$ cat src/design/gsgs_pkg.sv
// ----------------------------------------------------------------------------
// gsgs_pkg
// Shared types and constants for the gradient split gain search block.
// ----------------------------------------------------------------------------
package gsgs_pkg;

  localparam int FEAT_W  = 32;
  localparam int GRAD_W  = 32;
  localparam int HESS_W  = 31;
  localparam int SUM_W   = 48;
  localparam int TG_W    = 48;
  localparam int TH_W    = 47;
  localparam int LAM_W   = 31;
  localparam int CFG_W   = 48;
  localparam int CFG_IW  = 2;
  localparam int MAG_W   = 49;
  localparam int DEN_W   = 50;
  localparam int HALF_W  = 25;
  localparam int PP_W    = 2 * HALF_W;
  localparam int PROD_W  = 97;
  localparam int ACC_W   = 100;

  localparam logic [CFG_IW-1:0] CFG_TOTAL_GRADIENT = 2'd0;
  localparam logic [CFG_IW-1:0] CFG_TOTAL_HESSIAN  = 2'd1;
  localparam logic [CFG_IW-1:0] CFG_L2_LAMBDA      = 2'd2;

  typedef enum logic [1:0] {
    JOB_FIRST,
    JOB_PLAIN,
    JOB_SPLIT
  } job_kind_t;

  typedef enum logic [1:0] {
    TERM_LEFT,
    TERM_RIGHT,
    TERM_PARENT
  } term_t;

  typedef enum logic [2:0] {
    B_IDLE,
    B_SETUP,
    B_MUL,
    B_DIV,
    B_ACC,
    B_DECIDE,
    B_EMIT
  } back_state_t;

  typedef struct packed {
    job_kind_t                kind;
    logic                     last;
    logic        [SUM_W-1:0]  gl;
    logic        [SUM_W-1:0]  hl;
    logic signed [FEAT_W-1:0] thr;
  } job_t;

endpackage

$ cat src/design/gsgs_fifo.sv
// ----------------------------------------------------------------------------
// gsgs_fifo
// Two-entry queue that holds classified jobs between the front and back ends.
// ----------------------------------------------------------------------------
module gsgs_fifo (
  input  logic           clk,
  input  logic           rst,
  input  logic           push,
  input  gsgs_pkg::job_t push_job,
  input  logic           pop,
  output logic           full,
  output logic           not_empty,
  output gsgs_pkg::job_t head_job
);
  import gsgs_pkg::*;

  job_t       entries [2];
  logic       wr_ptr;
  logic       rd_ptr;
  logic [1:0] count;

  assign full      = (count == 2'd2);
  assign not_empty = (count != 2'd0);
  assign head_job  = entries[rd_ptr];

  always_ff @(posedge clk) begin
    if (push) begin
      entries[wr_ptr] <= push_job;
    end
  end

  always_ff @(posedge clk) begin
    if (rst) begin
      wr_ptr <= 1'b0;
      rd_ptr <= 1'b0;
      count  <= 2'd0;
    end else begin
      if (push) begin
        wr_ptr <= ~wr_ptr;
      end
      if (pop) begin
        rd_ptr <= ~rd_ptr;
      end
      if (push && !pop) begin
        count <= count + 2'd1;
      end else if (pop && !push) begin
        count <= count - 2'd1;
      end
    end
  end

endmodule

$ cat config.mk
export PLATFORM = sky130hd
export DESIGN_NAME = gsgs_fifo
export DESIGN_NICKNAME = d
export VERILOG_FILES = /design/src/design/gsgs_pkg.sv /design/src/design/gsgs_fifo.sv
export SDC_FILE = /design/constraint.sdc
export NUM_CORES = 1
export LEC_CHECK = 0
export BUFFER_PORTS_ARGS = -buffer_cell sky130_fd_sc_hd__clkbuf_2
export CAP_MARGIN = 40
export CORE_ASPECT_RATIO = 0.9
export CORE_UTILIZATION = 48
export CTS_CLUSTER_DIAMETER = 120
export CTS_CLUSTER_SIZE = 28
export DETAILED_ROUTE_END_ITERATION = 8
export HOLD_SLACK_MARGIN = 0.12
export PLACE_DENSITY = 0.74
export SETUP_SLACK_MARGIN = 0.15
export SLEW_MARGIN = 20
export SYNTH_ARGS = -nofsm -noshare
export SYNTH_HDL_FRONTEND = slang
export SYNTH_SLANG_ARGS = --single-unit
export TNS_END_PERCENT = 30
$ cat constraint.sdc
create_clock -name clk -period 7.95 [get_ports clk]
set_clock_uncertainty 0.1 [all_clocks]
set_input_delay 0.795 -clock clk [delete_from_list [all_inputs] [get_ports clk]]
set_output_delay 0.795 -clock clk [all_outputs]
set_load 0.02 [all_outputs]
==> impl_metrics.ini <==
[timing]
setup_viol_count_final = 0
fmax_ghz = 0.3298
final_max_slew_viol_count = 0
holdWs_ns = 0.4001
fin_crit_ns = 3.032
period_share_pct = 38.13
slew_headroom_pct = 50.17
hold_viol = 0
worst_pin_slew_ns = 0.7475
timing.setup.tns_ns = 0
rsz0062_at_grt = no

[cells_and_area]
antennaDiodeCount = 0
design_area_um2 = 12090
synthToLayoutAreaGrowth_pct = 20.42
final_layout_size_suffix_gt1_share_pct = 60.08
layout_common_cells = 267 x clkbuf_2, 262 x edfxtp_1, 90 x mux2_4
final_core_util_pct = 59.73
final_common_cell = clkbuf_2
final_net_count = 843
fillers = 1486

[grt]
grt_max_degree = 69
grt_use_total_pct = 16.33
grt-ovfl-total = 0
grt_pass1_wl_um = 27100
antenna_found_initial = 0
grt_pass1_vias = 5077

[synthesis]
synth_area_um2 = 10040
synth-seq-cells = 267
syn_inst = 430
ys_seq_area_share_pct = 79.39
netlist.area_leader.share_pct = 78.39
yosys_warnings = 0
synth_edf_count = 262
ys.flop_type = edfxtp_1
synth_top_cell_by_area = edfxtp_1
avgSynthCellArea_um2 = 23.34
syn-num-nets = 566
synth_area_leaders = edfxtp_1 78%, mux2_4 13%, mux2_2 4.6%, buf_6 1.1%, dfxtp_1 1.0%
ys_types = 18
synth-async-reset-ratio_pct = 0

[clock_network]
root_buffer = clkbuf_16
postCtsSetupRepairBufs = 0
clock_sinks = 267
postCtsHoldBufs = 0
cts_tree = yes
cts_resized = 0
numCtsBuffers = 13
clk_pin_slew_ns = 0.10
htree_levels = 1
insertion_delay_ns = 0.47
cts_buffer_depth = 3

[routing]
viasPerCell = 5.022
wl_um = 17990
ant_nets = 0
num_vias = 4841
wl_per_cell_um = 18.66
drtPass1Iterations = 4
drtIter0Drc = 304
drc = 0

[critical_path]
r2r_cells = 3
critPathCaptureType = primary output
cp-start-kind = flip-flop
path_delay_family = buffers and inverters
cp_num_buf_inv = 3
worst-endpoint-arrival_ns = 2.14
crit_fanout = 43
cp_data_required_time_ns = 7.05
crit_cells = 4
path_class = flip-flop to primary output
crit_path_cell_trace = buf_4 > buf_16 > mux2_2 > clkbuf_2
slowest_delay_ns = 0.44
critPathSlowestCell = dfxtp_4

[floorplanning]
core-area_um2 = 20230
ioPinCount = 268
rows = 49
die_w_um = 154.4
initial_core_util_pct = 49.60
dieArea_um2 = 21490
die_h_um = 139.2

[place]
finalWeightedCongestion = 0.7672
placement.cell_area_um2 = 11680
numPortBuffers = 267
hpwl_um = 12610

[hold_path]
min_path_type = input pin to flip-flop
whs_path_depth = 1

[power_and_ir_drop]
p_leak_nw = 4.754
max-vdd-ir-drop_uv = 195.1
power_density_nw_per_um2 = 231.7

[job]
cap_violations = 0

[outcome]
outcome = finished clean
==> logic make-up after synthesis <==
kind of cell / Yosys count / synth area share, %
muxes: 131 / 18.07
DFF: 267 / 79.39
AOI/OAI and AO/OA: 2 / 0.09964
and+or+nand+nor: 9 / 0.4613
buffers and inverters: 16 / 1.508
adders and majority gates: 1 / 0.1247
xor gates and xnor gates: 4 / 0.3491
==> registers in the layout, summed over array words and instances (netlist names), named ones only <==
signal and cells:
entries 262, count 2, rd_ptr 1, wr_ptr 1
==> cell usage after synthesis (2+ instances only) <==
library cell / instances
edfxtp_1: 262
xor2_1: 2
mux2_2: 41
nor2b_1: 2
buf_2: 4
xnor2_1: 2
mux2_4: 90
dfxtp_1: 5
nor2_1: 4
buf_6: 10
==> layout make-up <==
cell class	instances	area (um2)	area share (%)
tap	255	319.1	2.640
sequential	267	7971	65.96
clock inverter	1	16.27	0.1346
clock buffer	16	336.6	2.785
multi-input combinational	147	1927	15.94
inverter	1	3.754	0.03106
timing repair buffer	277	1511	12.51
==> routing by layer <==
metal | routed length (um) | global-route usage [%] | part of all wire (%) | vias up
li1 | - | - | - | 2248
met1 | 7425 | 20.67 | 41 | 2371
met2 | 8910 | 28.08 | 50 | 203
met3 | 1340 | 4.375 | 7.5 | 19
met4 | 308 | 3.804 | 1.7 | 0
met5 | 0 | 0 | 0 | -
==> per-stage QoR <==
stage                     total power [W]  setup slack (ns)  cells
after floorplan                  0.001997            0.7402    430
after global placement           0.002114             4.880    942
after detailed placement         0.002137             4.784    945
after CTS                        0.002825             4.887    962
after global routing             0.002901             4.810    964
final                            0.002801             4.918    964
==> power breakdown <==
part | total, W | switching (W) | internal (W)
logic | 0.000440 | 0.000247 | 0.000193
clock network | 0.000698 | 0.000392 | 0.000306
registers | 0.00166 | 0.0000231 | 0.00164
==> path summary, 6_finish.rpt <==
kind	slack, ns	to	startpoint
worst max-delay path	4.92	head_job[128]	flip-flop
worst min-delay path	0.40	entries[0][11]$_DFFE_PP_	push_job[11]
worst max register to register	5.57	entries[1][2]$_DFFE_PP_	wr_ptr$_SDFFE_PP0P_
worst min register to register	0.43	count[1]$_SDFFE_PP0P_	count[1]$_SDFFE_PP0P_
Power figures use the tool's default switching activity.
