===== src/design/gsgs_pkg.sv =====
// ----------------------------------------------------------------------------
// gsgs_pkg
// Shared types and constants for the gradient split gain search block.
// ----------------------------------------------------------------------------
package gsgs_pkg;

  localparam int FEAT_W  = 32;
  localparam int GRAD_W  = 32;
  localparam int HESS_W  = 31;
  localparam int SUM_W   = 48;
  localparam int TG_W    = 48;
  localparam int TH_W    = 47;
  localparam int LAM_W   = 31;
  localparam int CFG_W   = 48;
  localparam int CFG_IW  = 2;
  localparam int MAG_W   = 49;
  localparam int DEN_W   = 50;
  localparam int HALF_W  = 25;
  localparam int PP_W    = 2 * HALF_W;
  localparam int PROD_W  = 97;
  localparam int ACC_W   = 100;

  localparam logic [CFG_IW-1:0] CFG_TOTAL_GRADIENT = 2'd0;
  localparam logic [CFG_IW-1:0] CFG_TOTAL_HESSIAN  = 2'd1;
  localparam logic [CFG_IW-1:0] CFG_L2_LAMBDA      = 2'd2;

  typedef enum logic [1:0] {
    JOB_FIRST,
    JOB_PLAIN,
    JOB_SPLIT
  } job_kind_t;

  typedef enum logic [1:0] {
    TERM_LEFT,
    TERM_RIGHT,
    TERM_PARENT
  } term_t;

  typedef enum logic [2:0] {
    B_IDLE,
    B_SETUP,
    B_MUL,
    B_DIV,
    B_ACC,
    B_DECIDE,
    B_EMIT
  } back_state_t;

  typedef struct packed {
    job_kind_t                kind;
    logic                     last;
    logic        [SUM_W-1:0]  gl;
    logic        [SUM_W-1:0]  hl;
    logic signed [FEAT_W-1:0] thr;
  } job_t;

endpackage


===== src/design/gsgs_front.sv =====
// ----------------------------------------------------------------------------
// gsgs_front
// Accepts samples, keeps the running left sums and classifies each sample as
// the first of a batch, a plain sample or a feature boundary to be scored.
// ----------------------------------------------------------------------------
module gsgs_front (
  input  logic                                 clk,
  input  logic                                 rst,
  input  logic                                 in_valid,
  input  logic signed [gsgs_pkg::FEAT_W-1:0]   feature_value,
  input  logic signed [gsgs_pkg::GRAD_W-1:0]   gradient,
  input  logic        [gsgs_pkg::HESS_W-1:0]   hessian,
  input  logic                                 last_sample,
  input  logic                                 queue_full,
  output logic                                 push,
  output gsgs_pkg::job_t                       job
);
  import gsgs_pkg::*;

  logic signed [FEAT_W-1:0] previous_feature;
  logic        [SUM_W-1:0]  left_gradient_sum;
  logic        [SUM_W-1:0]  left_hessian_sum;
  logic                     batch_started;
  logic signed [FEAT_W:0]   mid_sum;

  assign push    = in_valid && !queue_full;
  assign mid_sum = {previous_feature[FEAT_W-1], previous_feature}
                 + {feature_value[FEAT_W-1], feature_value};

  always_comb begin
    job.last = last_sample;
    job.gl   = left_gradient_sum;
    job.hl   = left_hessian_sum;
    if (!batch_started) begin
      job.kind = JOB_FIRST;
      job.thr  = feature_value;
    end else if (feature_value != previous_feature) begin
      job.kind = JOB_SPLIT;
      job.thr  = mid_sum[FEAT_W:1];
    end else begin
      job.kind = JOB_PLAIN;
      job.thr  = mid_sum[FEAT_W:1];
    end
  end

  always_ff @(posedge clk) begin
    if (rst) begin
      previous_feature  <= '0;
      left_gradient_sum <= '0;
      left_hessian_sum  <= '0;
      batch_started     <= 1'b0;
    end else if (push) begin
      if (last_sample) begin
        previous_feature  <= '0;
        left_gradient_sum <= '0;
        left_hessian_sum  <= '0;
        batch_started     <= 1'b0;
      end else begin
        previous_feature  <= feature_value;
        left_gradient_sum <= left_gradient_sum
                           + {{(SUM_W-GRAD_W){gradient[GRAD_W-1]}}, gradient};
        left_hessian_sum  <= left_hessian_sum + {{(SUM_W-HESS_W){1'b0}}, hessian};
        batch_started     <= 1'b1;
      end
    end
  end

endmodule


===== config.mk =====
export PLATFORM = sky130hd
export DESIGN_NAME = gsgs_front
export DESIGN_NICKNAME = d
export VERILOG_FILES = /design/src/design/gsgs_pkg.sv /design/src/design/gsgs_front.sv
export SDC_FILE = /design/constraint.sdc
export NUM_CORES = 1
export LEC_CHECK = 0
export BUFFER_PORTS_ARGS = -buffer_cell sky130_fd_sc_hd__buf_2
export CORE_ASPECT_RATIO = 0.7
export CORE_UTILIZATION = 45
export DETAILED_ROUTE_END_ITERATION = 12
export PLACE_DENSITY_LB_ADDON = 0.2
export REMOVE_ABC_BUFFERS = 1
export SLEW_MARGIN = 10
export SYNTH_ARGS = -nofsm -noshare
export SYNTH_HDL_FRONTEND = slang
export SYNTH_SLANG_ARGS = --single-unit

===== constraint.sdc =====
create_clock -name clk -period 5.42 [get_ports clk]
set_input_delay 1.355 -clock clk [delete_from_list [all_inputs] [get_ports clk]]
set_output_delay 1.355 -clock clk [all_outputs]
set_load 0.005 [all_outputs]

==> key figures, run 1 <==
Outcome
  – Outcome: finished, final reports clean

Floorplan
  – FP Rows: 46
  – CORE AREA: 0.0230 sq mm
  – IO Count: 232
  – Die span in x: around 190 um
  – Die H: between 100 and 150 um
  – Initial cell density of the core: 0.466
  – Die area: 0.0245 sq mm

Placement
  – Placed cells: 1,885
  – PortBufs: 231
  – Routability cong.: between 0.9 and 1
  – Final HPWL DP: about 25,000 um

Timing
  – Fmax: approximately 190 MHz
  – Final min period: between 5 and 6 ns
  – Slew headroom: 0.243
  – Worst Skew: approximately 0.0096 ns
  – Slew Limit Fails: 0
  – Min Hold Slack: about 0.46 ns
  – Period utilization: 0.985
  – Number of hold violations in the final report: 0
  – RSZ-0062 raised after global routing: yes
  – Worst-Margin Slew: ~1.1 ns
  – Final setup viols: 0

CTS
  – Total CTS buffers: 17
  – Clock sink total: approximately 130
  – Clk Latency, worst-skew pair: 0.43 ns
  – Clock transition at the registers of the reported paths: roughly 0.06 ns
  – CTS tree: done
  – CTS Root Cell: clkbuf_16
  – Max clock buf depth: 2
  – Post-cts hold buffer count: 0
  – CTS H-tree depth: 4

Global routing
  – Pin count of the biggest net entering global routing: 50
  – All-Layer GR Usage: 0.269
  – Vias in the first global route: approximately 10,000
  – Antenna violations before repair: 5
  – Gr ovfl total: 0
  – First-pass GRT wire length: between 50,000 and 60,000 um

Synth
  – Mean post-synth cell area: slightly below 8 sq um
  – Post-Syn Area: between 0.01 and 0.015 sq mm
  – Top FF cell, synth: dfxtp_1
  – Sequential area share after synthesis: 0.241
  – Asr flop ratio synth: 0
  – Top post-synthesis cells by area: dfxtp_1 24%, ha_1 13%, a21oi_1 7.5%
  – Top cell type's share of synthesized area: 0.241
  – Yosys Warn Count: 0
  – Post-synth EDFFs: 0
  – Largest area contributor in the netlist: dfxtp_1
  – Post-Syn Instances: approximately 1,400
  – Number of synthesized register bits: 129
  – Synth unique cells: 80

Min path
  – Hold_sp: previous_feature[25]
  – Hold path depth: 2
  – HP Class: reg2reg
  – Hold Path End: previous_feature[25]

Pwr
  – Int Pwr: about 2100 uW
  – Comb power frac: 0.235
  – Seq pwr share: 0.338
  – VDD IR-drop max: ~0.00021 V
  – Clk network pwr share: 0.427
  – Net Sw Frac: 0.299
  – PwrDens: about 230 mW/mm^2
  – P_leak: between 0.006 and 0.007 uW
  – Switching power: 885 uW

Detailed routing
  – Total Wirelength: between 30,000 and 40,000 um
  – DR pass1 iterations: 6
  – DRC violations left: 0
  – Remaining antenna violation count: 0
  – Drt wl/cell: around 17 um
  – Via count: roughly 11,000
  – Vias per std cell: approximately 5.8
  – Initial DRC Count: just under 900

Worst setup path
  – Reg2reg setup slack: between 2 and 2.5 ns
  – Crit path capture type: output port
  – Crit start category: input port
  – Worst path arrival time: between 3 and 4 ns
  – CP required: about 4.1 ns
  – Worst setup path class: in2out
  – Reg2Reg Depth: 12
  – Worst reg2reg endpoint: left_gradient_sum[42]
  – Crit Reg-Reg Startpoint: left_gradient_sum[0]
  – Critical Path Fanout Max: 3

Finish
  – Nets: 1,808
  – Finished Layout Cells: roughly 1,900
  – Filler cells: between 2,000 and 2,500
  – Layout cells sized above 1: 0.228
  – P&R area growth vs syn: 22.4%

Flow run
  – Maxcap violations: 0
cell families after synthesis:
kind of cell,share of synthesized area
XOR/XNOR,0.0767
buffers and inverters,0.0419
AO/OA/AOI/OAI,0.286
multiplexers,0.0290
flip-flops,0.241
adder cells (fa/ha/maj),0.134
AND/OR/NAND/NOR,0.192
worst max-delay path by stage:
| stage | start | endpoint | slack, ns | depth (start not counted) |
|---|---|---|---|---|
| 6_report | feature_value[0] | job[27] | 0.08 | 14 |
| 5_1_grt | feature_value[0] | job[29] | -0.03 | 14 |
| 4_1_cts | feature_value[0] | job[29] | -0.003 | 14 |
| 3_5_place_dp | feature_value[0] | job[29] | -0.31 | 14 |
| 3_3_place_gp | feature_value[0] | job[29] | -0.29 | 14 |
| 2_1_floorplan | queue_full | left_gradient_sum[46] | 0.10 | 4 |
layer usage:
| layer | vias to the layer above | track usage | share of wire |
|---|---|---|---|
| met5 | - | 0 | 0 |
| li1 | 5516 | - | - |
| met1 | 5211 | 0.397 | 0.50 |
| met3 | 36 | 0.0457 | 0.065 |
| met2 | 402 | 0.396 | 0.42 |
| met4 | 0 | 0.0765 | 0.013 |
power by group through the flow:
stage	Sequential, uW	Combinational [uW]	Clock [uW]
after floorplan	1020	422	0
final	1000	695	1270
after global placement	1020	662	0
after CTS	1000	678	1290
after detailed placement	1020	668	0
after global routing	1000	764	1340
cell usage in the layout (no fill, tap or decap), drive strengths merged, types with 29 or more instances in the layout:
cell type and count:
nand3b 36, a21oi 160, o21ai 93, a22oi 36, xnor2 56, ha 110
o21bai 29, a21o 57, nand2 138, buf 273, inv 42, nor2 97
dfxtp 129, nand4 32, xor2 38
flip-flops by register name, summed over array words and instances, names as in the netlist:
name               flops
previous_feature      32
left_hessian_sum      48
left_gradient_sum     48
batch_started          1
worst max-delay path, stage by stage:
cell	delay [ns]
buf_8	0.10
ha_4	0.15
fa_2	0.36
a21oi_4	0.19
o21ai_4	0.08
o22ai_4	0.18
o31ai_4	0.11
a221o_1	0.35
a31oi_4	0.27
nor4b_2	0.09
a211oi_2	0.23
xnor2_1	0.11
mux2_2	0.27
buf_2	0.12
per-stage QoR:
stage / TNS [ns] / area [sq um] / util / total power, uW / setup WS [ns]
2_1_floorplan: 0 / 10400 / - / 1450 / 0.103
3_3_place_gp: -1.04 / 12300 / 0.534 / 1680 / -0.286
3_5_place_dp: -1.42 / 12300 / 0.534 / 1690 / -0.311
4_1_cts: -0.00271 / 13000 / 0.564 / 2970 / -0.00271
5_1_grt: -0.0411 / 13100 / 0.570 / 3110 / -0.0267
6_report: 0 / 13100 / 0.570 / 2960 / 0.0800
synthesized netlist by cell type, types with 9 or more instances:
cell / count
a21oi_1: 160
nand2_1: 138
dfxtp_1: 129
ha_1: 110
nor2_1: 96
o21ai_0: 73
clkbuf_1: 69
a21o_1: 57
xnor2_1: 56
inv_1: 41
xor2_1: 38
a22oi_1: 36
nand3b_1: 36
nand4_1: 32
o21bai_1: 27
mux2_2: 25
nand3_1: 22
o21ai_1: 20
nor3_1: 17
a31oi_1: 15
nor4_1: 15
and3_1: 13
or3_1: 13
a211oi_1: 12
nand2b_1: 11
o21a_1: 11
nor2b_1: 9
layout make-up:
cell class              instances  area [sq um]  area share
diodes                          5          12.5    0.000953
clock buffers                  22           474      0.0361
clock inverters                10           156      0.0119
inverters                      43           161      0.0123
multi-input cells            1131          7870       0.599
flip-flops and latches        129          2580       0.197
well taps                     312           390      0.0297
repair buffers                273          1490       0.113
timing repair:
item	CTS	global route
gates resized for setup	11	21
pin swaps	9	19
setup buffers	1	2
endpoints found under the setup margin	7	12
Power figures use the tool's default switching activity.
==> inputs of run 2 (changes only) <==
- SETUP_SLACK_MARGIN: unset -> 0.1
==> run 2 against run 1 <==
  * Clock-buffer cell count stayed put
  * Die area stayed put
  * Combinational power increased by 1%
  * Hold slack is essentially flat
  * Cell count unchanged
  * Power increased by 0.32%
  * First-iteration DRC count down 10%
  * Clock skew about the same
  * Clock power about the same
  * Sequential power is essentially flat
  * Sequential cell count did not move
  * Design area grew 0.53%
  * Critical path type unchanged
  * Critical endpoint unchanged
==> key figures, run 2 (same netlist as run 1, synthesis figures left out) <==
Worst setup path
  – Critical Path Fanout Max: 3 (unchanged)
  – Crit start category: input port
  – CP cell instances: buf_8, ha_4, fa_2, a21oi_2, o21ai_2, o22ai_4, o31ai_4, a221o_1, a31oi_4, nor4b_2, a211oi_2, xnor2_1, mux2_2, buf_2
  – Worst reg2reg endpoint: left_hessian_sum[28]
  – Worst setup path end: job[27]
  – Crit Reg-Reg Startpoint: left_hessian_sum[0]
  – Crit path capture type: output port
  – Worst setup path class: in2out
  – Worst path arrival time: 4.00 ns (+0.02 ns)
  – Reg2reg setup slack: 2.06 ns (about the same)
  – Reg2Reg Depth: 12 (unchanged)
  – CP required: 4.07 ns (about the same)
  – Max stage delay on crit path: 0.35 ns (about the same)
  – Crit. Startpoint: feature_value[0]
  – Slowest cell on crit path: fa_2

Detailed routing
  – Via count: 11,100 (-0.17%)
  – Initial DRC Count: 802 (-10%)
  – DRC violations left: 0 (unchanged)
  – DR pass1 iterations: 5 (-1)
  – Drt wl/cell: 17.5 um (+0.37%)
  – Total Wirelength: 33,600 um (+0.37%)
  – Vias per std cell: 5.79 (-0.17%)
  – Remaining antenna violation count: 0 (unchanged)

Finish
  – Filler cells: 2,137 (-0.23%)
  – Layout cells sized above 1: 0.234 (+0.00560)
  – Biggest registers after layout: left_gradient_sum x48, left_hessian_sum x48, previous_feature x32
  – P&R area growth vs syn: 23.0%
  – Commonest cells after routing, fill and taps aside: 227 x buf_2, 156 x a21oi_1, 137 x nand2_1
  – Nets: 1,808 (unchanged)
  – Most common cell after layout, fill and taps aside: buf_2
  – Design Area, Final: 0.0132 sq mm (+0.53%)

Min path
  – HP Class: reg2reg

Floorplan
  – IO Count: 232 (unchanged)
  – Die H: 131 um (unchanged)
  – Die span in x: 187 um (unchanged)
  – CORE AREA: 0.0230 sq mm (unchanged)
  – Initial cell density of the core: 0.466 (unchanged)
  – FP Rows: 46 (unchanged)
  – Die area: 0.0245 sq mm (unchanged)

Pwr
  – PwrDens: 225 mW/mm^2 (-0.21%)
  – P_leak: 0.00614 uW (+0.48%)
  – VDD IR-drop max: 0.000214 V (+0.33%)

Timing
  – RSZ-0062 raised after global routing: yes
  – Slew headroom: 0.227 (-0.0153)
  – Slew Limit Fails: 0 (unchanged)
  – PnR worst setup slack: 0.0694 ns (-0.0106 ns)
  – Final setup viols: 0 (unchanged)
  – Fmax: 187 MHz (-0.20%)
  – Number of hold violations in the final report: 0 (unchanged)
  – Final min period: 5.35 ns (+0.0106 ns)
  – Worst-Margin Slew: 1.16 ns (+0.0230 ns)
  – Worst Skew: 0.00913 ns (-0.000452 ns)
  – Period utilization: 0.987 (+0.00196)
  – Min Hold Slack: 0.460 ns (+0.000211 ns)

Global routing
  – Antenna violations before repair: 5 (unchanged)
  – Gr ovfl total: 0 (unchanged)
  – All-Layer GR Usage: 0.270 (+0.000519)
  – Vias in the first global route: 10,300 (+0.068%)
  – Pin count of the biggest net entering global routing: 50 (unchanged)
  – First-pass GRT wire length: 53,800 um (+0.14%)

Placement
  – Routability cong.: 0.962 (unchanged)
  – DP Area: 0.0123 sq mm (unchanged)
  – PortBufs: 231 (unchanged)
  – Place WS: -0.311 ns (unchanged)
  – Final HPWL DP: 24,700 um (unchanged)

CTS
  – Post-cts hold buffer count: 0 (unchanged)
  – Total CTS buffers: 17 (unchanged)
  – CTS Root Cell: clkbuf_16
  – Max clock buf depth: 2 (unchanged)
  – Clock transition at the registers of the reported paths: 0.06 ns (about the same)
  – CTS tree: done
  – Clock sink total: 129 (unchanged)
  – Clk Latency, worst-skew pair: 0.43 ns (about the same)
  – CTS H-tree depth: 4 (unchanged)

Flow run
  – Maxcap violations: 0 (unchanged)

Outcome
  – Outcome: finished, final reports clean
==> run 2: cell counts in the layout (fill, tap and decap cells not counted) <==
Identical to the previous run, type by type.
==> run 2: routing by layer <==
metal | track usage | part of all wire
met5 | 0 | 0
met4 | 0.0765 | 0.013
met3 | 0.0457 | 0.072
met2 | 0.398 | 0.42
met1 | 0.398 | 0.49
==> run 2: metrics by stage <==
step	setup TNS, ns	instances	utilization	total power, uW
2_1_floorplan	0	1303	-	1450
3_3_place_gp	-1.04	1885	0.534	1680
3_5_place_dp	-1.42	1885	0.534	1690
4_1_cts	0	1919	0.567	2970
5_1_grt	-0.0296	1924	0.573	3110
6_report	0	1925	0.574	2970
==> run 2: final cells by class <==
type	count	area, sq um	share of cell area
diodes	5	12.5	0.000948
clock inverters	10	156	0.0118
repair buffers	273	1500	0.114
inverters	43	161	0.0122
flip-flops and latches	129	2580	0.196
clock buffers	22	474	0.0359
well taps	312	390	0.0296
multi-input cells	1131	7930	0.600
==> run 2: how the worst min path moves through the flow <==
stage	cells after the start	end	slack [ns]	start
after CTS	2	previous_feature[31]	0.46	previous_feature[31]
after detailed placement	2	previous_feature[31]	0.45	previous_feature[31]
after global placement	2	previous_feature[25]	0.44	previous_feature[25]
final	2	previous_feature[5]	0.46	previous_feature[5]
after global routing	2	previous_feature[5]	0.47	previous_feature[5]
after floorplan	2	previous_feature[0]	0.43	previous_feature[0]
==> run 2: what timing repair did <==
item / CTS / global route
endpoints found under the setup margin: 12 / 12
pin swaps: 14 / 24
buffers inserted: 2 / 1
resized for setup: 20 / 23
==> run 2: report_power, final <==
part	switching [uW]	internal [uW]
Clock	464	805
Combinational	403	299
Sequential	23.7	978
Total	890	2080
==> run 2: critical path, delay by kind of cell <==
family                   cells  cell delay [ns]
AO/OA/AOI/OAI                7             1.43
adder cells (fa/ha/maj)      2             0.50
multiplexers                 1             0.27
buffers and inverters        2             0.22
XOR/XNOR                     1             0.12
AND/OR/NAND/NOR              1             0.08
