===== config.mk =====
export PLATFORM = sky130hd
export DESIGN_NAME = gsgs_back
export DESIGN_NICKNAME = d
export VERILOG_FILES = /design/src/design/gsgs_pkg.sv /design/src/design/gsgs_back.sv
export SDC_FILE = /design/constraint.sdc
export NUM_CORES = 2
export LEC_CHECK = 0
export ABC_AREA = 1
export BUFFER_PORTS_ARGS = -buffer_cell sky130_fd_sc_hd__buf_2
export CORE_UTILIZATION = 65
export DETAILED_ROUTE_END_ITERATION = 16
export PLACE_DENSITY = 0.83
export SLEW_MARGIN = 20
export SYNTH_ARGS = -nofsm -noshare
export SYNTH_HDL_FRONTEND = slang
export SYNTH_SLANG_ARGS = --single-unit

===== constraint.sdc =====
create_clock -name clk -period 31 [get_ports clk]
set_clock_uncertainty 0.1 [all_clocks]
set_input_delay 1.55 -clock clk [delete_from_list [all_inputs] [get_ports clk]]
set_output_delay 1.55 -clock clk [all_outputs]
set_load 0.01 [all_outputs]

===== src/design/gsgs_pkg.sv =====
// ----------------------------------------------------------------------------
// gsgs_pkg
// Shared types and constants for the gradient split gain search block.
// ----------------------------------------------------------------------------
package gsgs_pkg;

  localparam int FEAT_W  = 32;
  localparam int GRAD_W  = 32;
  localparam int HESS_W  = 31;
  localparam int SUM_W   = 48;
  localparam int TG_W    = 48;
  localparam int TH_W    = 47;
  localparam int LAM_W   = 31;
  localparam int CFG_W   = 48;
  localparam int CFG_IW  = 2;
  localparam int MAG_W   = 49;
  localparam int DEN_W   = 50;
  localparam int HALF_W  = 25;
  localparam int PP_W    = 2 * HALF_W;
  localparam int PROD_W  = 97;
  localparam int ACC_W   = 100;

  localparam logic [CFG_IW-1:0] CFG_TOTAL_GRADIENT = 2'd0;
  localparam logic [CFG_IW-1:0] CFG_TOTAL_HESSIAN  = 2'd1;
  localparam logic [CFG_IW-1:0] CFG_L2_LAMBDA      = 2'd2;

  typedef enum logic [1:0] {
    JOB_FIRST,
    JOB_PLAIN,
    JOB_SPLIT
  } job_kind_t;

  typedef enum logic [1:0] {
    TERM_LEFT,
    TERM_RIGHT,
    TERM_PARENT
  } term_t;

  typedef enum logic [2:0] {
    B_IDLE,
    B_SETUP,
    B_MUL,
    B_DIV,
    B_ACC,
    B_DECIDE,
    B_EMIT
  } back_state_t;

  typedef struct packed {
    job_kind_t                kind;
    logic                     last;
    logic        [SUM_W-1:0]  gl;
    logic        [SUM_W-1:0]  hl;
    logic signed [FEAT_W-1:0] thr;
  } job_t;

endpackage


===== src/design/gsgs_back.sv =====
// ----------------------------------------------------------------------------
// gsgs_back
// Scores feature boundaries with a shared split multiplier and a restoring
// divider, tracks the best split and presents the result of each batch.
// ----------------------------------------------------------------------------
module gsgs_back (
  input  logic                                 clk,
  input  logic                                 rst,
  input  logic signed [gsgs_pkg::TG_W-1:0]     total_gradient,
  input  logic        [gsgs_pkg::TH_W-1:0]     total_hessian,
  input  logic        [gsgs_pkg::LAM_W-1:0]    l2_lambda,
  input  logic                                 cfg_write,
  input  logic                                 job_ready,
  input  gsgs_pkg::job_t                       head_job,
  output logic                                 pop,
  output logic                                 out_valid,
  input  logic                                 out_stall,
  output logic signed [gsgs_pkg::FEAT_W-1:0]   split_threshold,
  output logic signed [63:0]                   split_gain
);
  import gsgs_pkg::*;

  back_state_t state;
  back_state_t state_next;

  job_t                     job;
  term_t                    term_sel;
  logic        [2:0]        mul_cnt;
  logic        [6:0]        div_cnt;
  logic        [MAG_W-1:0]  g_mag;
  logic        [DEN_W-1:0]  d_mag;
  logic                     d_neg;
  logic        [PP_W-1:0]   pp;
  logic        [1:0]        pp_shift;
  logic        [PROD_W-1:0] num;
  logic        [DEN_W-1:0]  rem;
  logic signed [ACC_W-1:0]  sum;
  logic signed [ACC_W-1:0]  parent_term;
  logic                     parent_valid;
  logic signed [FEAT_W-1:0] best_threshold;
  logic signed [63:0]       best_gain;

  logic signed [MAG_W-1:0]  g_sel;
  logic signed [DEN_W-1:0]  d_sel;
  logic        [HALF_W-1:0] mul_x;
  logic        [HALF_W-1:0] mul_y;
  logic        [1:0]        mul_sh;
  logic        [PROD_W-1:0] pp_ext;
  logic        [DEN_W:0]    rs;
  logic                     ge;
  logic signed [ACC_W-1:0]  term_val;
  logic signed [ACC_W-1:0]  diff;
  logic signed [63:0]       gain_sat;
  logic                     can_emit;

  assign can_emit = !out_valid || !out_stall;
  assign pop      = (state == B_IDLE) && job_ready;

  always_comb begin
    case (term_sel)
      TERM_LEFT: begin
        g_sel = {job.gl[SUM_W-1], job.gl};
        d_sel = {2'b00, job.hl} + {{(DEN_W-LAM_W){1'b0}}, l2_lambda};
      end
      TERM_RIGHT: begin
        g_sel = {total_gradient[TG_W-1], total_gradient} - {job.gl[SUM_W-1], job.gl};
        d_sel = {{(DEN_W-TH_W){1'b0}}, total_hessian} - {2'b00, job.hl}
              + {{(DEN_W-LAM_W){1'b0}}, l2_lambda};
      end
      default: begin
        g_sel = {total_gradient[TG_W-1], total_gradient};
        d_sel = {{(DEN_W-TH_W){1'b0}}, total_hessian}
              + {{(DEN_W-LAM_W){1'b0}}, l2_lambda};
      end
    endcase
  end

  always_comb begin
    case (mul_cnt)
      3'd0: begin
        mul_x = g_mag[HALF_W-1:0];
        mul_y = g_mag[HALF_W-1:0];
        mul_sh = 2'd0;
      end
      3'd1: begin
        mul_x = g_mag[HALF_W-1:0];
        mul_y = {1'b0, g_mag[MAG_W-1:HALF_W]};
        mul_sh = 2'd1;
      end
      3'd2: begin
        mul_x = {1'b0, g_mag[MAG_W-1:HALF_W]};
        mul_y = g_mag[HALF_W-1:0];
        mul_sh = 2'd1;
      end
      default: begin
        mul_x = {1'b0, g_mag[MAG_W-1:HALF_W]};
        mul_y = {1'b0, g_mag[MAG_W-1:HALF_W]};
        mul_sh = 2'd2;
      end
    endcase
  end

  always_comb begin
    case (pp_shift)
      2'd0:    pp_ext = PROD_W'(pp);
      2'd1:    pp_ext = PROD_W'(pp) << HALF_W;
      default: pp_ext = PROD_W'(pp) << (2 * HALF_W);
    endcase
  end

  assign rs       = {rem, num[PROD_W-1]};
  assign ge       = rs >= {1'b0, d_mag};
  assign term_val = d_neg ? -$signed({{(ACC_W-PROD_W){1'b0}}, num})
                          :  $signed({{(ACC_W-PROD_W){1'b0}}, num});
  assign diff     = sum - parent_term;

  always_comb begin
    if (diff[ACC_W-1:63] == '0 || diff[ACC_W-1:63] == '1) begin
      gain_sat = diff[63:0];
    end else if (diff[ACC_W-1]) begin
      gain_sat = {1'b1, 63'd0};
    end else begin
      gain_sat = {1'b0, {63{1'b1}}};
    end
  end

  always_comb begin
    state_next = state;
    unique case (state)
      B_IDLE: begin
        if (job_ready) begin
          if (head_job.kind == JOB_SPLIT) begin
            state_next = B_SETUP;
          end else if (head_job.last) begin
            state_next = B_EMIT;
          end
        end
      end
      B_SETUP: begin
        state_next = (d_sel == '0) ? B_ACC : B_MUL;
      end
      B_MUL: begin
        if (mul_cnt == 3'd4) begin
          state_next = B_DIV;
        end
      end
      B_DIV: begin
        if (div_cnt == 7'(PROD_W - 1)) begin
          state_next = B_ACC;
        end
      end
      B_ACC: begin
        if (term_sel == TERM_PARENT) begin
          state_next = B_DECIDE;
        end else if (term_sel == TERM_RIGHT && parent_valid) begin
          state_next = B_DECIDE;
        end else begin
          state_next = B_SETUP;
        end
      end
      B_DECIDE: begin
        state_next = job.last ? B_EMIT : B_IDLE;
      end
      B_EMIT: begin
        if (can_emit) begin
          state_next = B_IDLE;
        end
      end
      default: state_next = B_IDLE;
    endcase
  end

  always_ff @(posedge clk) begin
    if (rst) begin
      state <= B_IDLE;
    end else begin
      state <= state_next;
    end
  end

  always_ff @(posedge clk) begin
    case (state)
      B_IDLE: begin
        if (job_ready) begin
          job      <= head_job;
          term_sel <= TERM_LEFT;
          sum      <= '0;
        end
      end
      B_SETUP: begin
        g_mag   <= g_sel[MAG_W-1] ? MAG_W'(-g_sel) : MAG_W'(g_sel);
        d_mag   <= d_sel[DEN_W-1] ? DEN_W'(-d_sel) : DEN_W'(d_sel);
        d_neg   <= d_sel[DEN_W-1];
        num     <= '0;
        mul_cnt <= '0;
      end
      B_MUL: begin
        if (mul_cnt != 3'd4) begin
          pp       <= mul_x * mul_y;
          pp_shift <= mul_sh;
        end
        if (mul_cnt != 3'd0) begin
          num <= num + pp_ext;
        end
        mul_cnt <= mul_cnt + 3'd1;
        rem     <= '0;
        div_cnt <= '0;
      end
      B_DIV: begin
        rem     <= ge ? DEN_W'(rs - {1'b0, d_mag}) : rs[DEN_W-1:0];
        num     <= {num[PROD_W-2:0], ge};
        div_cnt <= div_cnt + 7'd1;
      end
      B_ACC: begin
        if (term_sel == TERM_PARENT) begin
          parent_term <= term_val;
        end else begin
          sum <= sum + term_val;
        end
        term_sel <= (term_sel == TERM_LEFT) ? TERM_RIGHT : TERM_PARENT;
      end
      default: begin
      end
    endcase
  end

  always_ff @(posedge clk) begin
    if (rst) begin
      parent_valid   <= 1'b0;
      best_threshold <= '0;
      best_gain      <= '0;
      out_valid      <= 1'b0;
    end else begin
      if (state == B_EMIT && can_emit) begin
        out_valid <= 1'b1;
      end else if (!out_stall) begin
        out_valid <= 1'b0;
      end
      if (cfg_write || (state == B_EMIT && can_emit)) begin
        parent_valid <= 1'b0;
      end else if (state == B_ACC && term_sel == TERM_PARENT) begin
        parent_valid <= 1'b1;
      end
      case (state)
        B_IDLE: begin
          if (job_ready && head_job.kind == JOB_FIRST) begin
            best_threshold <= head_job.thr;
            best_gain      <= '0;
          end
        end
        B_DECIDE: begin
          if (gain_sat > best_gain) begin
            best_gain      <= gain_sat;
            best_threshold <= job.thr;
          end
        end
        B_EMIT: begin
          if (can_emit) begin
            split_threshold <= best_threshold;
            split_gain      <= best_gain;
            best_threshold  <= '0;
            best_gain       <= '0;
          end
        end
        default: begin
        end
      endcase
    end
  end

endmodule


==> out/results.tsv <==
stage	metric	value	unit
yosys	netlist area before placement	0.0984	mm^2
routing	WL per Instance	23.2	um
setup_path	R2R Path Start	mul_cnt[0]	
flow_run	Max-cap violations	0	
layout	Register Area	0.0241	mm^2
layout	Core Util, Final	70.5	%
layout	multi-input combinational cell area	0.0630	mm^2
hold_path	type of the worst min-delay path	flop to flop	
layout	share of post-route cells with drive strength above 1	5.35	%
timing	final setup violation count	0	
timing	PnR worst setup slack	21250	ps
hold_path	Worst Hold Path Cells	0	
yosys	Primary FF master, synth	sky130_fd_sc_hd__edfxtp_1	
clock_tree	Clock Path Buffers	3	
placement	final weighted congestion in routability-driven placement	1.19	
setup_path	most numerous cell on the critical path	sky130_fd_sc_hd__inv_1	
clock_tree	Inserted Clock Buffers	93	
timing	transition time at the pin with the least slew margin	1240	ps
clock_tree	CTS H-tree depth	3	
timing	crit share post-route	31.4	%
yosys	area share of fa/ha/maj cells after synthesis	20.9	%
die	Placement Rows	142	
clock_tree	clock root buffer	sky130_fd_sc_hd__clkbuf_16	
yosys	xor and xnor fraction of the mapped netlist area	4.12	%
routing	drt drc	0	
routing	via count of the routed design	102000	
die	Die W	391	um
routing	First DRT Iteration DRCs	14100	
placement	number of buffers inserted by port buffering	359	
yosys	basic-gate share of the synthesized area counting and, or, nand and nor cells	24.1	%
routing	count of TritonRoute iterations in the first routing pass	14	
timing	time the worst path needs with I/O delays and setup	9750	ps
timing	max_slew headroom	16.6	%
layout	leading cell type in the layout, fill and taps excluded	sky130_fd_sc_hd__nand2_1	
yosys	Compound-Gate Fraction of Synth Area	14.7	%
setup_path	worst path required time	31400	ps
hold_path	capture endpoint of the worst hold path	split_threshold[26]	
yosys	sequential cell area fraction in the yosys report	24.5	%
yosys	warning count from the yosys run	0	
die	Die Outline Area	0.153	mm^2
yosys	flip-flop and latch count after synthesis	837	
clock_tree	number of sinks on the clock net	837	
clock_tree	clock latency of the later-clocked register in the worst-skew pair	740	ps
routing	average via count per standard cell	6.20	
die	Starting Density	65.6	%
setup_path	element type at the critical path end	flop	
timing	fin. max-slew vios	0	
clock_tree	total of hold buffers inserted after clock tree synthesis	0	
setup_path	WP data arrival	10150	ps
yosys	portion of netlist area occupied by mux cells	0	%
yosys	combinational family with the most area after synthesis	simple AND/OR/NAND/NOR gates	
setup_path	Critical Path Max Stage Delay	770	ps
layout	post-route insts no fill	16500	
yosys	Post-synth EDFFs	736	
yosys	proportion of register bits with asynchronous set or reset after synthesis	0	%
yosys	instance count of the mapped netlist	14100	
global_route	number of global-route vias before repair	97900	
clock_tree	CTS tree	yes	
die	Top Ports	360	
yosys	Cell variety after synth	74	
clock_tree	clock-pin transition on the worst setup and hold timing paths	60	ps
setup_path	CP Class	flop to flop	
global_route	first-pass GRT wire length	568000	um
hold_path	startpoint of the most critical hold path	best_threshold[26]	
placement	worst-case setup slack after placement	21400	ps
setup_path	critical register-to-register path endpoint	pp[47]	
timing	number of hold-slack violations in the final timing report	0	
placement	cell total after placement	16300	
global_route	antenna violations before repair	40	
placement	HPWL Detailed	310000	um
layout	Fill cells	12400	
timing	Setup TNS Final	0	ps
global_route	pin count of the biggest net entering global routing	104	
setup_path	Worst R2R Path Depth	33	
die	Core Area	0.150	mm^2
setup_path	Crit-path slowest cell	sky130_fd_sc_hd__inv_1	
global_route	overflow left after global routing	0	
setup_path	kind of start point of the critical path	flop	
clock_tree	Gates resized, CTS repair	0	
setup_path	worst setup slack for register-to-register paths	21250	ps
routing	Post-Route WL	383000	um
timing	highest clock rate	103	MHz
yosys	per-instance average area after synthesis	6.98	um^2
layout	synth-to-layout area growth	7.48	%
setup_path	critical path peak fanout	49	
die	height of the die	391	um
clock_tree	number of setup buffers added after CTS	0	
layout	number of nets in the finished design	16000	
layout	most used cells in the layout excluding fill and tap cells	sky130_fd_sc_hd__nand2_1, sky130_fd_sc_hd__inv_1, sky130_fd_sc_hd__nor2_1	
routing	remaining antenna violation count after routing	0	
timing	unrepaired setup endpoints after global routing	no	
yosys	syn nets	15700	
outcome	result of the run	completed	
global_route	Overall Global Routing Usage	49.0	%
## worst max-delay path, delay by kind of cell, from the launching register on
family | cells | cell delay [ps]
AND/OR/NAND/NOR | 6 | 1190
flip-flops | 1 | 440
adder cells (fa/ha/maj) | 9 | 3900
buffers and inverters | 8 | 1210
AO/OA/AOI/OAI | 10 | 2670
## per-stage QoR
step | hold slack, ps | area, um^2
4_1_cts | 317 | 106000
3_3_place_gp | 315 | 102000
2_1_floorplan | 309 | 98400
6_report | 313 | 106000
3_5_place_dp | 314 | 102000
5_1_grt | 335 | 106000
## routing by layer
metal  GRT usage [%]  wire length, um
met3            15.8            54900
met4            34.3            32900
met5           0.383              262
met2            72.8           159000
met1            60.2           136000
## state kept, by name (all words and copies together), names as in the netlist, 7 cells and up
name and cells:
best_gain 64, split_gain 64, sum 100, g_mag 49, pp 50, job 129, d_mag 50, parent_term 100
div_cnt 7, best_threshold 32, rem 50, num 97, split_threshold 32
## worst max path at each step
| stage | startpoint | end | slack [ps] |
|---|---|---|---|
| after floorplan | term_sel[1] | sum[0] | 11990 |
| after global placement | mul_cnt[0] | pp[47] | 21710 |
| after detailed placement | mul_cnt[0] | pp[47] | 21400 |
| after CTS | mul_cnt[0] | pp[47] | 21460 |
| after global routing | mul_cnt[0] | pp[47] | 20870 |
| final | mul_cnt[0] | pp[47] | 21250 |
## cell type report
type / instances / area share [%]
Clock inverter: 64 / 0.696
Clock buffer: 109 / 2.32
Sequential cell: 837 / 22.8
Inverter: 2770 / 9.83
Antenna cell: 27 / 0.0639
Tap cell: 2016 / 2.39
Multi-Input combinational cell: 10200 / 59.6
Timing Repair Buffer: 448 / 2.33
## kinds of logic after synthesis
logic type                 Yosys count
AOI/OAI and AO/OA                 2602
xor gates and xnor gates           463
adders and majority gates         1325
buffers and inverters             3019
DFF                                837
other                                1
and+or+nand+nor                   5854
## cell usage after synthesis (16+ instances only)
| cell | n | share of area [%] |
|---|---|---|
| sky130_fd_sc_hd__a211oi_1 | 17 | 0.13 |
| sky130_fd_sc_hd__a21boi_0 | 35 | 0.27 |
| sky130_fd_sc_hd__a21o_1 | 28 | 0.21 |
| sky130_fd_sc_hd__a21oi_1 | 1222 | 6.2 |
| sky130_fd_sc_hd__a22oi_1 | 19 | 0.14 |
| sky130_fd_sc_hd__a31oi_1 | 168 | 1.1 |
| sky130_fd_sc_hd__and2_1 | 16 | 0.10 |
| sky130_fd_sc_hd__buf_1 | 23 | 0.088 |
| sky130_fd_sc_hd__buf_2 | 16 | 0.081 |
| sky130_fd_sc_hd__clkbuf_1 | 191 | 0.73 |
| sky130_fd_sc_hd__dfxtp_1 | 101 | 2.1 |
| sky130_fd_sc_hd__edfxtp_1 | 736 | 22 |
| sky130_fd_sc_hd__fa_1 | 535 | 11 |
| sky130_fd_sc_hd__ha_1 | 790 | 10 |
| sky130_fd_sc_hd__inv_1 | 2692 | 10 |
| sky130_fd_sc_hd__inv_2 | 64 | 0.24 |
| sky130_fd_sc_hd__nand2_1 | 3177 | 12 |
| sky130_fd_sc_hd__nand3_1 | 544 | 2.8 |
| sky130_fd_sc_hd__nand3b_1 | 30 | 0.23 |
| sky130_fd_sc_hd__nand4_1 | 122 | 0.78 |
| sky130_fd_sc_hd__nor2_1 | 1678 | 6.4 |
| sky130_fd_sc_hd__nor2_2 | 18 | 0.11 |
| sky130_fd_sc_hd__nor3_1 | 144 | 0.73 |
| sky130_fd_sc_hd__nor4_1 | 64 | 0.41 |
| sky130_fd_sc_hd__o211ai_1 | 20 | 0.15 |
| sky130_fd_sc_hd__o21a_1 | 84 | 0.64 |
| sky130_fd_sc_hd__o21ai_0 | 670 | 3.4 |
| sky130_fd_sc_hd__o21ai_1 | 76 | 0.39 |
| sky130_fd_sc_hd__o21bai_1 | 64 | 0.49 |
| sky130_fd_sc_hd__o221ai_1 | 32 | 0.28 |
| sky130_fd_sc_hd__o22ai_1 | 93 | 0.59 |
| sky130_fd_sc_hd__or2_2 | 18 | 0.11 |
| sky130_fd_sc_hd__xnor2_1 | 133 | 1.2 |
| sky130_fd_sc_hd__xor2_1 | 330 | 2.9 |
Power is left out: the tool's default activity adds up to more than one toggle a clock period on the data nets, which glitch-free logic cannot reach.
